--- src/sv/hse_pkg.sv ---
// Shared constants and types for the streaming Hamming encoder.
package hse_pkg;

   // Width of one message byte and one code byte.
   localparam int BYTE_W = 8;

   // Width of the valid-bit count that comes with each message byte.
   localparam int BITS_VALID_W = 4;

   // Width of the parity count register.
   localparam int PARITY_W = 3;

   // Smallest usable parity count, reset value, and the Hamming(7,4) setting.
   localparam logic [PARITY_W-1:0] PARITY_MIN = 3'd2;
   localparam logic [PARITY_W-1:0] PARITY_RESET = 3'd3;
   localparam logic [PARITY_W-1:0] PARITY_SEVEN_FOUR = 3'd3;

   typedef logic [BYTE_W-1:0] byte_type;
   typedef logic [BITS_VALID_W-1:0] bits_valid_type;
   typedef logic [PARITY_W-1:0] parity_type;

endpackage

--- src/sv/hse_req_if.sv ---
// Message byte channel: valid/ready handshake with the source byte payload.
interface hse_req_if;
   import hse_pkg::*;

   logic valid;
   logic ready;
   byte_type data_byte;
   bits_valid_type bits_valid;
   logic end_of_message;

   modport source (output valid, output data_byte, output bits_valid,
      output end_of_message, input ready);
   modport sink (input valid, input data_byte, input bits_valid,
      input end_of_message, output ready);

endinterface

--- src/sv/hse_rsp_if.sv ---
// Code byte channel: valid/ready handshake with the packed code byte payload.
interface hse_rsp_if;
   import hse_pkg::*;

   logic valid;
   logic ready;
   byte_type code_byte;
   logic last_of_message;

   modport source (output valid, output code_byte, output last_of_message,
      input ready);
   modport sink (input valid, input code_byte, input last_of_message,
      output ready);

endinterface

--- src/sv/hse_encoder.sv ---
// Input register, data bit gathering and codeword generation into a block register.
module hse_encoder #(
   parameter int MAX_PARITY_BITS = 6,
   localparam int NMAX = (1 << MAX_PARITY_BITS) - 1,
   localparam int KMAX = NMAX - MAX_PARITY_BITS,
   localparam int BLK_W = (NMAX > 3 * hse_pkg::BYTE_W) ? NMAX : 3 * hse_pkg::BYTE_W,
   localparam int LEN_W = $clog2(BLK_W + 1)
) (
   input  logic clock,
   input  logic reset,
   input  logic clear,
   input  hse_pkg::parity_type parity_count,
   hse_req_if.sink req,
   output logic blk_valid,
   input  logic blk_ready,
   output logic [BLK_W-1:0] blk_bits,
   output logic [LEN_W-1:0] blk_len,
   output logic blk_eom
);
   import hse_pkg::*;

   localparam int GC_W = $clog2(KMAX + 1);
   localparam int TOT_W = $clog2(KMAX + BYTE_W);
   localparam int CMB_W = KMAX + BYTE_W;

   // Generic Hamming codeword: data in the non-power-of-two positions, even parity.
   function automatic logic [NMAX-1:0] build_codeword(input logic [KMAX-1:0] d);
      logic [NMAX-1:0] cw;
      logic p;
      int pos;
      int i;
      int di;
      cw = '0;
      di = 0;
      for (pos = 1; pos <= NMAX; pos++) begin
         if ((pos & (pos - 1)) != 0) begin
            cw[pos-1] = d[di];
            di++;
         end
      end
      for (i = 0; i < MAX_PARITY_BITS; i++) begin
         p = 1'b0;
         for (pos = 1; pos <= NMAX; pos++) begin
            if (((pos >> i) & 1) != 0) begin
               p = p ^ cw[pos-1];
            end
         end
         cw[(1 << i) - 1] = p;
      end
      return cw;
   endfunction

   // Hamming(7,4) codeword, position one in bit zero.
   function automatic logic [6:0] encode_seven_four(input logic [3:0] d);
      logic p0;
      logic p1;
      logic p2;
      p0 = d[0] ^ d[1] ^ d[3];
      p1 = d[0] ^ d[2] ^ d[3];
      p2 = d[1] ^ d[2] ^ d[3];
      return {d[3], d[2], d[1], p2, d[0], p1, p0};
   endfunction

   // With two parity bits every data bit becomes its own three-bit codeword.
   function automatic logic [3*BYTE_W-1:0] triple_bits(input logic [BYTE_W-1:0] d);
      logic [3*BYTE_W-1:0] t;
      int j;
      for (j = 0; j < BYTE_W; j++) begin
         t[3*j +: 3] = {3{d[j]}};
      end
      return t;
   endfunction

   logic in_valid_ff;
   byte_type in_byte_ff;
   bits_valid_type in_nb_ff;
   logic in_eom_ff;
   logic [KMAX-1:0] gather_ff;
   logic [KMAX-1:0] gather_in;
   logic [GC_W-1:0] gcnt_ff;
   logic [GC_W-1:0] gcnt_in;
   logic blk_valid_ff;
   logic [BLK_W-1:0] blk_bits_ff;
   logic [LEN_W-1:0] blk_len_ff;
   logic blk_eom_ff;

   logic advance;
   bits_valid_type nb;
   byte_type byte_mask;
   logic [4:0] nb_x3;
   logic [CMB_W-1:0] combined;
   logic [TOT_W-1:0] total;
   logic [TOT_W-1:0] k_val;
   logic [LEN_W-1:0] n_val;
   logic [KMAX-1:0] k_mask;
   logic [BLK_W-1:0] code_bits;
   logic [LEN_W-1:0] code_len;
   logic [KMAX-1:0] left_bits;
   logic [GC_W-1:0] left_cnt;

   // The input register moves on whenever the block register is free.
   assign advance = in_valid_ff && (!blk_valid_ff || blk_ready);
   assign req.ready = !in_valid_ff || advance;

   always_ff @(posedge clock) begin
      if (reset) begin
         in_valid_ff <= 1'b0;
      end else if (req.ready) begin
         in_valid_ff <= req.valid;
      end
      if (req.valid && req.ready) begin
         in_byte_ff <= req.data_byte;
         in_nb_ff <= req.bits_valid;
         in_eom_ff <= req.end_of_message;
      end
   end

   // Append the valid message bits behind the gathered ones.
   always_comb begin
      nb = (in_nb_ff > BITS_VALID_W'(BYTE_W)) ? BITS_VALID_W'(BYTE_W) : in_nb_ff;
      byte_mask = ~({BYTE_W{1'b1}} << nb);
      nb_x3 = {nb, 1'b0} + {1'b0, nb};
      combined = CMB_W'(gather_ff) | (CMB_W'(in_byte_ff & byte_mask) << gcnt_ff);
      total = TOT_W'(gcnt_ff) + TOT_W'(nb);
      k_val = TOT_W'((32'd1 << parity_count) - 32'(parity_count) - 32'd1);
      n_val = LEN_W'((32'd1 << parity_count) - 32'd1);
      k_mask = ~({KMAX{1'b1}} << k_val);
   end

   // Turn every completed data group into code bits, first codeword lowest.
   always_comb begin
      code_bits = '0;
      code_len = '0;
      left_bits = KMAX'(combined);
      left_cnt = GC_W'(total);
      case (parity_count)
         PARITY_MIN: begin
            code_bits = BLK_W'(triple_bits(combined[BYTE_W-1:0]));
            code_len = LEN_W'(nb_x3);
            left_bits = '0;
            left_cnt = '0;
         end
         PARITY_SEVEN_FOUR: begin
            if (total >= TOT_W'(8)) begin
               code_bits = BLK_W'({encode_seven_four(combined[7:4]),
                  encode_seven_four(combined[3:0])});
               code_len = LEN_W'(14);
               left_bits = KMAX'(combined >> 8);
               left_cnt = GC_W'(total - TOT_W'(8));
            end else if (total >= TOT_W'(4)) begin
               code_bits = BLK_W'(encode_seven_four(combined[3:0]));
               code_len = LEN_W'(7);
               left_bits = KMAX'(combined >> 4);
               left_cnt = GC_W'(total - TOT_W'(4));
            end
         end
         default: begin
            if (total >= k_val) begin
               code_bits = BLK_W'(build_codeword(KMAX'(combined) & k_mask));
               code_len = n_val;
               left_bits = KMAX'(combined >> k_val);
               left_cnt = GC_W'(total - k_val);
            end
         end
      endcase
   end

   // The end of a message drops the leftover data bits.
   always_comb begin
      gather_in = gather_ff;
      gcnt_in = gcnt_ff;
      if (advance) begin
         gather_in = in_eom_ff ? '0 : left_bits;
         gcnt_in = in_eom_ff ? '0 : left_cnt;
      end
   end

   always_ff @(posedge clock) begin
      if (reset || clear) begin
         gather_ff <= '0;
         gcnt_ff <= '0;
      end else begin
         gather_ff <= gather_in;
         gcnt_ff <= gcnt_in;
      end
   end

   // Block register toward the packer.
   always_ff @(posedge clock) begin
      if (reset) begin
         blk_valid_ff <= 1'b0;
      end else if (advance) begin
         blk_valid_ff <= 1'b1;
      end else if (blk_ready) begin
         blk_valid_ff <= 1'b0;
      end
      if (advance) begin
         blk_bits_ff <= code_bits;
         blk_len_ff <= code_len;
         blk_eom_ff <= in_eom_ff;
      end
   end

   assign blk_valid = blk_valid_ff;
   assign blk_bits = blk_bits_ff;
   assign blk_len = blk_len_ff;
   assign blk_eom = blk_eom_ff;

endmodule

--- src/sv/hse_packer.sv ---
// Code bit buffer that packs blocks of code bits into bytes and drives the output register.
module hse_packer #(
   parameter int MAX_PARITY_BITS = 6,
   localparam int NMAX = (1 << MAX_PARITY_BITS) - 1,
   localparam int BLK_W = (NMAX > 3 * hse_pkg::BYTE_W) ? NMAX : 3 * hse_pkg::BYTE_W,
   localparam int LEN_W = $clog2(BLK_W + 1)
) (
   input  logic clock,
   input  logic reset,
   input  logic clear,
   input  logic blk_valid,
   output logic blk_ready,
   input  logic [BLK_W-1:0] blk_bits,
   input  logic [LEN_W-1:0] blk_len,
   input  logic blk_eom,
   hse_rsp_if.source rsp
);
   import hse_pkg::*;

   localparam int BUF_W = BLK_W + BYTE_W - 1;
   localparam int CNT_W = $clog2(BUF_W + 1);
   localparam int SH_W = $clog2(BYTE_W);

   logic [BUF_W-1:0] buf_ff;
   logic [BUF_W-1:0] buf_in;
   logic [CNT_W-1:0] cnt_ff;
   logic [CNT_W-1:0] cnt_in;
   logic eom_ff;
   logic eom_in;
   logic rsp_valid_ff;
   byte_type code_ff;
   logic last_ff;

   logic out_free;
   logic emit;
   logic final_byte;
   logic [BUF_W-1:0] buf_rest;
   logic [CNT_W-1:0] cnt_rest;
   logic eom_rest;
   logic merge;
   logic [CNT_W-1:0] cnt_sum;

   // A byte leaves per cycle while output is free: eight bits, or padded at message end.
   assign out_free = !rsp_valid_ff || rsp.ready;
   assign final_byte = eom_ff && (cnt_ff <= CNT_W'(BYTE_W));
   assign emit = out_free && ((cnt_ff >= CNT_W'(BYTE_W)) || (eom_ff && (cnt_ff != '0)));

   // Buffer state after this cycle's byte is gone.
   always_comb begin
      buf_rest = buf_ff;
      cnt_rest = cnt_ff;
      eom_rest = eom_ff;
      if (emit) begin
         buf_rest = buf_ff >> BYTE_W;
         cnt_rest = final_byte ? '0 : cnt_ff - CNT_W'(BYTE_W);
         eom_rest = final_byte ? 1'b0 : eom_ff;
      end
   end

   // A new block joins once less than a byte is left and no flush is under way.
   assign blk_ready = (cnt_rest < CNT_W'(BYTE_W)) && !eom_rest;
   assign merge = blk_valid && blk_ready;
   assign cnt_sum = cnt_rest + CNT_W'(blk_len);

   always_comb begin
      buf_in = buf_rest;
      cnt_in = cnt_rest;
      eom_in = eom_rest;
      if (merge) begin
         buf_in = buf_rest | (BUF_W'(blk_bits) << cnt_rest[SH_W-1:0]);
         cnt_in = cnt_sum;
         eom_in = blk_eom && (cnt_sum != '0);
      end
   end

   always_ff @(posedge clock) begin
      if (reset || clear) begin
         buf_ff <= '0;
         cnt_ff <= '0;
         eom_ff <= 1'b0;
      end else begin
         buf_ff <= buf_in;
         cnt_ff <= cnt_in;
         eom_ff <= eom_in;
      end
   end

   // Output register; the buffer keeps filling while a beat waits here.
   always_ff @(posedge clock) begin
      if (reset) begin
         rsp_valid_ff <= 1'b0;
      end else if (emit) begin
         rsp_valid_ff <= 1'b1;
      end else if (rsp.ready) begin
         rsp_valid_ff <= 1'b0;
      end
      if (emit) begin
         code_ff <= buf_ff[BYTE_W-1:0];
         last_ff <= final_byte;
      end
   end

   assign rsp.valid = rsp_valid_ff;
   assign rsp.code_byte = code_ff;
   assign rsp.last_of_message = last_ff;

endmodule

--- src/sv/hamming_stream_encoder.sv ---
// Streaming Hamming encoder top level: parity count register, encoder and packer.
//
// Message bytes enter on req_bus, one beat per byte, read least significant bit
// first; bits_valid gives the number of valid low bits and end_of_message marks the
// last byte. Code bytes leave on rsp_bus, packed least significant bit first, and
// last_of_message is set on the final byte of a message (a zero padded partial byte
// if bits are left over). Leftover data bits short of a full group are dropped.
// csr_write_en with csr_write_data sets the parity count (2 to MAX_PARITY_BITS,
// clamped) and clears any message in progress; write it only while the block is idle.
// The first code byte of a beat passes the block register, the code bit buffer and
// the output register. Throughput: the packer sends at most one code byte per cycle,
// so with rsp_bus ready an input beat is taken every cycle as long as no beat yields more
// than one code byte; with two parity bits a byte yields three code bytes, so beats wait.
// Reset (synchronous) empties the pipeline and sets the parity count to three.
// When rsp_bus stalls, the output register, the code bit buffer, the block register
// and the input register fill in turn before req_bus.ready drops.
module hamming_stream_encoder #(
   parameter int MAX_PARITY_BITS = 6,
   localparam int NMAX = (1 << MAX_PARITY_BITS) - 1,
   localparam int BLK_W = (NMAX > 3 * hse_pkg::BYTE_W) ? NMAX : 3 * hse_pkg::BYTE_W,
   localparam int LEN_W = $clog2(BLK_W + 1)
) (
   input  logic clock,
   input  logic reset,
   hse_req_if.sink req_bus,
   hse_rsp_if.source rsp_bus,
   input  logic csr_write_en,
   input  hse_pkg::parity_type csr_write_data
);
   import hse_pkg::*;

   parity_type parity_ff;
   parity_type parity_eff;
   logic blk_valid;
   logic blk_ready;
   logic [BLK_W-1:0] blk_bits;
   logic [LEN_W-1:0] blk_len;
   logic blk_eom;

   // Parity count register.
   always_ff @(posedge clock) begin
      if (reset) begin
         parity_ff <= PARITY_RESET;
      end else if (csr_write_en) begin
         parity_ff <= csr_write_data;
      end
   end

   // Out-of-range counts act as the nearest legal one.
   always_comb begin
      parity_eff = parity_ff;
      if (parity_ff < PARITY_MIN) begin
         parity_eff = PARITY_MIN;
      end else if (parity_ff > PARITY_W'(MAX_PARITY_BITS)) begin
         parity_eff = PARITY_W'(MAX_PARITY_BITS);
      end
   end

   hse_encoder #(
      .MAX_PARITY_BITS(MAX_PARITY_BITS)
   ) u_encoder (
      .clock(clock),
      .reset(reset),
      .clear(csr_write_en),
      .parity_count(parity_eff),
      .req(req_bus),
      .blk_valid(blk_valid),
      .blk_ready(blk_ready),
      .blk_bits(blk_bits),
      .blk_len(blk_len),
      .blk_eom(blk_eom)
   );

   hse_packer #(
      .MAX_PARITY_BITS(MAX_PARITY_BITS)
   ) u_packer (
      .clock(clock),
      .reset(reset),
      .clear(csr_write_en),
      .blk_valid(blk_valid),
      .blk_ready(blk_ready),
      .blk_bits(blk_bits),
      .blk_len(blk_len),
      .blk_eom(blk_eom),
      .rsp(rsp_bus)
   );

endmodule
--- src/flat_wrapper.sv ---
// flat-port wrapper written by rule: the top's interface ports become plain ports
module hamming_stream_encoder_flat import hse_pkg::*;
#(
   parameter int MAX_PARITY_BITS = 6,
   localparam int NMAX = (1 << MAX_PARITY_BITS) - 1,
   localparam int BLK_W = (NMAX > 3 * hse_pkg::BYTE_W) ? NMAX : 3 * hse_pkg::BYTE_W,
   localparam int LEN_W = $clog2(BLK_W + 1)
)
  (clock, reset, csr_write_en, csr_write_data, req_bus_valid, req_bus_data_byte, req_bus_bits_valid, req_bus_end_of_message, req_bus_ready, rsp_bus_valid, rsp_bus_code_byte, rsp_bus_last_of_message, rsp_bus_ready);
  hse_req_if req_bus_i ();
  hse_rsp_if rsp_bus_i ();
  input  logic clock;
  input  logic reset;
  input  logic csr_write_en;
  input  hse_pkg::parity_type csr_write_data;
  input wire logic [$bits(req_bus_i.valid)-1:0] req_bus_valid;
  input wire logic [$bits(req_bus_i.data_byte)-1:0] req_bus_data_byte;
  input wire logic [$bits(req_bus_i.bits_valid)-1:0] req_bus_bits_valid;
  input wire logic [$bits(req_bus_i.end_of_message)-1:0] req_bus_end_of_message;
  output wire logic [$bits(req_bus_i.ready)-1:0] req_bus_ready;
  output wire logic [$bits(rsp_bus_i.valid)-1:0] rsp_bus_valid;
  output wire logic [$bits(rsp_bus_i.code_byte)-1:0] rsp_bus_code_byte;
  output wire logic [$bits(rsp_bus_i.last_of_message)-1:0] rsp_bus_last_of_message;
  input wire logic [$bits(rsp_bus_i.ready)-1:0] rsp_bus_ready;
  assign req_bus_i.valid = req_bus_valid;
  assign req_bus_i.data_byte = req_bus_data_byte;
  assign req_bus_i.bits_valid = req_bus_bits_valid;
  assign req_bus_i.end_of_message = req_bus_end_of_message;
  assign req_bus_ready = req_bus_i.ready;
  assign rsp_bus_valid = rsp_bus_i.valid;
  assign rsp_bus_code_byte = rsp_bus_i.code_byte;
  assign rsp_bus_last_of_message = rsp_bus_i.last_of_message;
  assign rsp_bus_i.ready = rsp_bus_ready;
  hamming_stream_encoder #(.MAX_PARITY_BITS(MAX_PARITY_BITS)) u_core (.clock(clock), .reset(reset), .req_bus(req_bus_i), .rsp_bus(rsp_bus_i), .csr_write_en(csr_write_en), .csr_write_data(csr_write_data));
endmodule
--- config.mk ---
export PLATFORM = sky130hd
export DESIGN_NAME = hamming_stream_encoder_flat
export DESIGN_NICKNAME = d
export VERILOG_FILES = /design/src/sv/hse_pkg.sv /design/src/sv/hse_req_if.sv /design/src/sv/hse_rsp_if.sv /design/src/sv/hse_encoder.sv /design/src/sv/hse_packer.sv /design/src/sv/hamming_stream_encoder.sv /design/src/flat_wrapper.sv
export SDC_FILE = /design/constraint.sdc
export NUM_CORES = 1
export LEC_CHECK = 0
export ABC_AREA = 1
export BUFFER_PORTS_ARGS = -buffer_cell sky130_fd_sc_hd__buf_2
export CELL_PAD_IN_SITES_DETAIL_PLACEMENT = 0
export CELL_PAD_IN_SITES_GLOBAL_PLACEMENT = 1
export CORE_ASPECT_RATIO = 0.6
export CORE_MARGIN = 5
export CORE_UTILIZATION = 28
export DETAILED_ROUTE_END_ITERATION = 12
export GPL_ROUTABILITY_DRIVEN = 0
export PLACE_DENSITY_LB_ADDON = 0.1
export SKIP_CTS_REPAIR_TIMING = 1
export SYNTH_ARGS = -nofsm -noshare
export SYNTH_HDL_FRONTEND = slang
export SYNTH_SLANG_ARGS = --single-unit
--- constraint.sdc ---
create_clock -name clock -period 8.7 [get_ports clock]
set_clock_uncertainty 0.2 [all_clocks]
set_input_delay 0.435 -clock clock [delete_from_list [all_inputs] [get_ports clock]]
set_output_delay 0.435 -clock clock [all_outputs]
set_load 0.01 [all_outputs]
==> flow_metrics.py, run 1 <==
metrics = {
    "global_routing": {
        "grt_overflow": 0,
        "antenna_found_initial": 6,
        "grt_pass1_wl_um": 147000,
        "grt_max_degree": 92,
        "grt_use_total_pct": 25.61,
        "grt_pass1_vias": 20660,
    },
    "routing": {
        "post_drt_via_cell_ratio": 5.537,
        "drc": 0,
        "drt_iter0_drc": 3018,
        "num_vias": 22550,
        "drtAntennaViolNets": 0,
        "wirelength_um": 103500,
        "dr.pass1.iters": 8,
        "wl_per_cell_um": 25.40,
    },
    "die": {
        "chipHeight_um": 218.1,
        "ios": 32,
        "fp.dieW_um": 356.8,
        "die_area_mm2": 0.07783,
        "start_util_pct": 28.22,
        "core-area_mm2": 0.07160,
        "rows": 76,
    },
    "synth": {
        "synth_compound_area_share_pct": 24.14,
        "syn-cell-area_mm2": 0.02021,
        "syn_inst": 3142,
        "synth_top_family_by_area": "simple AND/OR/NAND/NOR gates",
        "synth-adder-area-share_pct": 2.006,
        "syn-num-nets": 3193,
        "synth_area_leaders": "nand2_1, dfxtp_1, edfxtp_1",
        "synthMuxAreaShare_pct": 1.436,
        "synth_edf_count": 92,
        "avgSynthCellArea_um2": 6.432,
        "yosysUniqueCellTypes": 70,
        "synthArstFlopShare_pct": 0,
        "yosys_warnings": 0,
        "synthSimpleGateAreaFrac_pct": 31.02,
        "synth_top_area_share_pct": 16.86,
        "yosysSeqAreaShare_pct": 28.23,
        "synth_common_cells": "nand2_1, o21ai_0, inv_1",
        "synth-seq-cells": 239,
        "synth.most_common_cell": "nand2_1",
        "synth_top_flop_cell": "dfxtp_1",
        "synth_top_area_cell": "nand2_1",
        "synth-xor-area-share_pct": 2.316,
    },
    "finish": {
        "drive_gt1_share_pct": 10.25,
        "seqCellArea_mm2": 0.005707,
        "final_cells": 4073,
        "final_cell_area_mm2": 0.02222,
        "fin_nets": 3122,
        "syn_to_final_growth_pct": 9.955,
        "fillers": 7998,
        "multi_input_area_mm2": 0.01235,
    },
    "power_and_ir_drop": {
        "powerDensity_mw_per_mm2": 235.8,
        "power_mw": 5.240,
        "max-vdd-ir-drop_mv": 0.2859,
        "leakagePower_nw": 8.949,
    },
    "sta": {
        "hold_slack_ps": -10.97,
        "setup_violations": 0,
        "rsz0062_at_grt": "false",
        "slew_viol_final": 0,
        "period_needed_ps": 6140,
        "fmax_ghz": 0.1629,
        "relSlewSlack_pct": 25.73,
        "hold_violations": 1,
        "worst_pin_slew_ps": 1102,
        "fin_tns_setup_ps": 0,
        "fin_crit_sh_pct": 70.58,
    },
    "clock_network": {
        "insertion_delay_ps": 620,
        "cts_max_path_buffers": 3,
        "root_buffer": "clkbuf_16",
        "cts_tree": "done",
        "clock_sinks": 239,
        "h-tree-depth": 1,
        "cts_made_buffers": 29,
        "path_clk_slew_ps": 70,
    },
    "critical_path": {
        "cpPeakStageDelay_ps": 870,
        "cp_data_required_time_ps": 9030,
        "crit_top_cell": "nand2_1",
        "crit_arrival_ps": 6470,
        "start_kind": "flip-flop",
        "criticalPathCategory": "reg -> reg",
        "endpoint_kind": "flip-flop",
        "crit_chain": "nand2_1 > nand2_1 > inv_1 > ha_1 > inv_1 > nand2_1 > nand3_1 > nand3_1 > nand3_1 > nand2_1 > nand4_1 > nand2_1 > o21ai_0 > o21ai_0 > o221ai_1 > nand2_1 > nand2_1 > o21ai_0 > nand2_1 > a21oi_1",
        "slowest_stage": "o21ai_0",
        "crit_fanout": 10,
    },
    "place": {
        "postPlaceCellArea_mm2": 0.02105,
        "port_buffers": 31,
        "hpwl_um": 77170,
        "post-place-cells": 3998,
    },
    "min_path": {
        "hold_path_class": "in -> reg",
    },
    "run": {
        "drv_cap": 0,
    },
    "outcome": {
        "status": "finished, violations left",
        "violations": "negative hold slack",
    },
}
## registers in the layout, summed over array words and instances (netlist names)
signal	count
u_core.u_encoder.blk_len	6
u_core.u_packer.rsp.code_byte	8
u_core.u_encoder.blk_eom	1
u_core.u_encoder.gcnt_ff	6
u_core.u_encoder.gather_ff	57
u_core.u_encoder.blk_bits	63
u_core.u_encoder.in_eom_ff	1
u_core.parity_ff	3
u_core.u_encoder.blk_valid	1
u_core.u_packer.cnt_ff	7
u_core.u_packer.eom_ff	1
u_core.u_encoder.in_nb_ff	4
u_core.u_encoder.in_byte_ff	8
u_core.u_packer.buf_ff	70
u_core.u_packer.rsp.valid	1
u_core.u_encoder.in_valid_ff	1
u_core.u_packer.rsp.last_of_message	1
## final timing paths
path / startpoint / end / slack (ps) / depth (start not counted)
min: csr_write_data[2] / u_core.parity_ff[2] / -10 / 3
min reg2reg: u_core.u_packer.buf_ff[2] / u_core.u_packer.rsp.code_byte[2] / 240 / 0
max reg2reg: u_core.u_encoder.in_nb_ff[3] / u_core.u_encoder.gather_ff[3] / 2560 / 20
max: u_core.u_encoder.in_nb_ff[3] / u_core.u_encoder.gather_ff[3] / 2560 / 20
## cell type report
class,instances,share of cell area [%]
Tap cell,975,5.490
Inverter,344,5.867
Clock buffer,35,3.457
Clock inverter,19,0.9910
Timing Repair Buffer,90,2.883
Sequential cell,239,25.68
Multi-Input combinational cell,2367,55.59
Antenna cell,4,0.04505
## stage by stage
stage	setup WS, ps	util [%]
final	2560	31.03
after global routing	2319	31.02
after CTS	2852	30.78
after detailed placement	2843	29.40
after global placement	2906	29.40
after floorplan	4654	-
## power by group
part / total [mW] / internal (mW) / switching [mW]
registers: 1.41 / 1.34 / 0.0659
clock network: 1.34 / 0.751 / 0.587
logic: 2.49 / 0.607 / 1.88
total: 5.24 / 2.70 / 2.54
## logic make-up after synthesis
logic type      after synthesis
fa+ha+maj                    30
flops                       239
simple gates               1444
xor+xnor                     50
buf+inv                     536
mux                          29
other cells                   1
compound gates              813
## critical path, delay by kind of cell, from the launching register on
family | cells | cell delay [ps]
buffers and inverters | 2 | 290
and+or+nand+nor | 12 | 2640
AOI/OAI and AO/OA | 5 | 1960
DFF | 1 | 670
adders and majority gates | 1 | 290
## metal layers
metal / global-route usage [%] / up-vias / share of wire [%]
met5: 0 / - / 0.013
met4: 5.109 / 2 / 2.0
met3: 12.39 / 125 / 14
met2: 31.62 / 1163 / 35
met1: 38.94 / 10800 / 48
li1: - / 10460 / -
## cell usage in the layout, fill, tap and decap left out, types with 9 or more instances in the layout
cell             n
a21oi_1        200
a221oi_1        63
a31oi_1         15
buf_2           31
buf_4           42
clkbuf_16       29
dfxtp_1        146
dlygate4sd3_1   17
edfxtp_1        92
ha_1            25
inv_1          277
inv_2           57
mux2i_1         29
nand2_1        907
nand2_2         50
nand3_1        194
nand4_1         37
nor2_1         173
nor2_2          14
nor2_4          12
nor3_1           9
o2111ai_1       15
o211ai_1        51
o21ai_0        325
o21ai_1         46
o221ai_1        30
o22ai_1         13
xnor2_1         14
xor2_1          32
Note: power is estimated with default switching activity, not from simulation.
==> run 2, diff against run 1 <==
==> constraint.sdc (replaced) <==
create_clock -name clock -period 5.9 [get_ports clock]
set_clock_uncertainty 0.2 [all_clocks]
set_input_delay 0.295 -clock clock [delete_from_list [all_inputs] [get_ports clock]]
set_output_delay 0.295 -clock clock [all_outputs]
set_load 0.01 [all_outputs]
==> run 2 against run 1 <==
- the flow now finishes without violations
- global-route usage increased by 0.63 points
- die area did not move
- register-to-register slack worse by 2200 ps
- sequential share of layout area shrank 0.39 points
- flip-flop and latch count unchanged
- first-iteration DRC count grew 0.50%
- clock power grew 43%
- power up 48%
- setup slack got worse by 2200 ps
- non-clock buffer count rose by 44
- cell count increased by 1.1%
- critical path depth is the same
- critical path type unchanged
- critical endpoint is now u_core.u_encoder.gather_ff[6]
- highest routed layer unchanged
==> flow_metrics.py, run 2 (synthesis gave the netlist of run 1 again) <==
metrics = {
    "clock_network": {
        "path_clk_slew_ps": 60,
        "clock_sinks": 239,
        "h-tree-depth": 1,
        "insertion_delay_ps": 630,
        "root_buffer": "clkbuf_16",
        "cts_max_path_buffers": 3,
        "cts_tree": "done",
        "cts_made_buffers": 29,
    },
    "critical_path": {
        "crit_family": "compound AO/OA/AOI/OAI gates",
        "cp_data_required_time_ps": 6220,
        "endpoint_kind": "flip-flop",
        "rr_worst_depth": 20,
        "cpPeakStageDelay_ps": 540,
        "crit_fanout": 14,
        "slowest_stage": "a21oi_1",
        "crit_chain": "nor2_1 > ha_1 > a21oi_1 > o21ai_2 > xor2_1 > inv_1 > ha_1 > nand2_1 > nor2_1 > a311oi_1 > nand2_1 > inv_2 > nor2_2 > inv_2 > nor2_1 > inv_1 > a21oi_1 > a21oi_1 > o21ai_1 > a21oi_1",
        "criticalPathCategory": "reg -> reg",
        "r2r_slack_ps": 340,
        "rr_endpoint": "u_core.u_encoder.gather_ff[6]",
        "crit_arrival_ps": 5880,
        "start_kind": "flip-flop",
        "critPathBufInv": 4,
        "reg2reg_from": "u_core.u_encoder.in_nb_ff[3]",
        "crit_top_cell": "a21oi_1",
    },
    "global_routing": {
        "globalRouteMet3Util_pct": 13.86,
        "grt_pass1_vias": 20900,
        "grt_use_total_pct": 26.24,
        "grt_overflow": 0,
        "antenna_found_initial": 8,
        "grt_use_met1_pct": 39.88,
        "grt_max_degree": 79,
        "use_met2_pct": 32.07,
        "grt_busiest_layer": "met1",
        "grt_pass1_wl_um": 150000,
    },
    "sta": {
        "slew_viol_final": 0,
        "hold_violations": 0,
        "setup_violations": 0,
        "worst_pin_slew_ps": 1231,
        "rsz0062_at_grt": "false",
        "period_needed_ps": 5558,
        "fin_crit_sh_pct": 94.20,
        "relSlewSlack_pct": 17.66,
        "layout_setup_ws_ps": 342.0,
        "fmax_ghz": 0.1799,
        "fin_tns_setup_ps": 0,
    },
    "power_and_ir_drop": {
        "powerDensity_mw_per_mm2": 344.8,
        "max-vdd-ir-drop_mv": 0.3965,
        "leakagePower_nw": 9.167,
    },
    "min_path": {
        "holdPathStages": 2,
        "min_to": "u_core.u_encoder.in_byte_ff[1]",
        "hold_path_class": "in -> reg",
        "hold_start": "req_bus_data_byte[1]",
    },
    "routing": {
        "drt_iter0_drc": 3033,
        "drc": 0,
        "wl_per_cell_um": 25.58,
        "post_drt_via_cell_ratio": 5.522,
        "dr.pass1.iters": 9,
        "num_vias": 22730,
        "drtAntennaViolNets": 0,
        "wirelength_um": 105300,
    },
    "die": {
        "die_area_mm2": 0.07783,
        "rows": 76,
        "ios": 32,
        "fp.dieW_um": 356.8,
        "chipHeight_um": 218.1,
        "start_util_pct": 28.22,
        "core-area_mm2": 0.07160,
    },
    "finish": {
        "syn_to_final_growth_pct": 11.65,
        "final_cell_mix": "nand2_1, o21ai_0, inv_1",
        "largest_reg_flops": 70,
        "regMostFlops": "u_core.u_packer.buf_ff",
        "fin_nets": 3166,
        "drive_gt1_share_pct": 11.28,
        "final_common_cell": "nand2_1",
        "fillers": 8025,
    },
    "outcome": {
        "status": "completed",
    },
    "place": {
        "preCtsSetupSlack_ps": 610.0,
        "port_buffers": 31,
        "hpwl_um": 79960,
    },
    "run": {
        "drv_cap": 0,
    },
}
[run 2: report_power, final]
| part | switching, mW | internal [mW] | total [mW] |
|---|---|---|---|
| clock network | 0.855 | 1.06 | 1.92 |
| logic | 2.84 | 0.941 | 3.78 |
| registers | 0.0994 | 1.98 | 2.08 |
| total | 3.80 | 3.98 | 7.78 |
[run 2: per-stage QoR]
stage,total power [mW],hold slack [ps],utilization (%),cell area [um2],std cells
final,7.781,180.6,31.51,22560,4116
after floorplan,4.590,164.1,-,20210,3142
after detailed placement,5.800,229.8,29.77,21320,4033
after CTS,7.759,-401.4,31.14,22300,4087
after global routing,8.278,163.0,31.50,22560,4113
after global placement,5.796,222.2,29.77,21320,4033
[run 2: layout make-up]
cell class | instances | area, um2 | area share (%)
clock inverters | 23 | 237.7 | 1.054
flip-flops and latches | 239 | 5707 | 25.29
well taps | 975 | 1220 | 5.406
diodes | 3 | 7.507 | 0.03327
repair buffers | 134 | 993.5 | 4.403
clock buffers | 31 | 743.2 | 3.294
multi-input cells | 2367 | 12350 | 54.74
inverters | 344 | 1304 | 5.778
[run 2: how the worst max path moves through the flow]
stage / to / cells after the start / startpoint / slack (ps)
6_report: u_core.u_encoder.gather_ff[6] / 20 / u_core.u_encoder.in_nb_ff[3] / 340
5_1_grt: u_core.u_encoder.gather_ff[6] / 21 / u_core.u_encoder.in_nb_ff[2] / 30
4_1_cts: u_core.u_encoder.gather_ff[6] / 20 / u_core.u_encoder.in_nb_ff[3] / 560
3_5_place_dp: u_core.u_encoder.gather_ff[6] / 20 / u_core.u_encoder.in_nb_ff[3] / 610
3_3_place_gp: u_core.u_encoder.gather_ff[6] / 20 / u_core.u_encoder.in_nb_ff[3] / 750
2_1_floorplan: u_core.u_encoder.gather_ff[21] / 18 / u_core.u_encoder.in_nb_ff[3] / 1850
[run 2: worst reg2reg max path: stages (launching register included)]
cell and delay (ps):
edfxtp_1 510, nor2_1 440, ha_1 370, a21oi_1 170, o21ai_2 100, xor2_1 490
inv_1 140, ha_1 370, nand2_1 90, nor2_1 50, a311oi_1 210, nand2_1 170
inv_2 300, nor2_2 80, inv_2 400, nor2_1 200, inv_1 170, a21oi_1 130
a21oi_1 540, o21ai_1 200, a21oi_1 160
[run 2: layer usage]
metal / part of all wire (%) / wire length [um] / up-vias
li1: - / - / 10530
met1: 49 / 51130 / 10830
met2: 34 / 36000 / 1214
met3: 15 / 16130 / 153
met4: 1.9 / 1949 / 6
met5: 0.069 / 73 / -
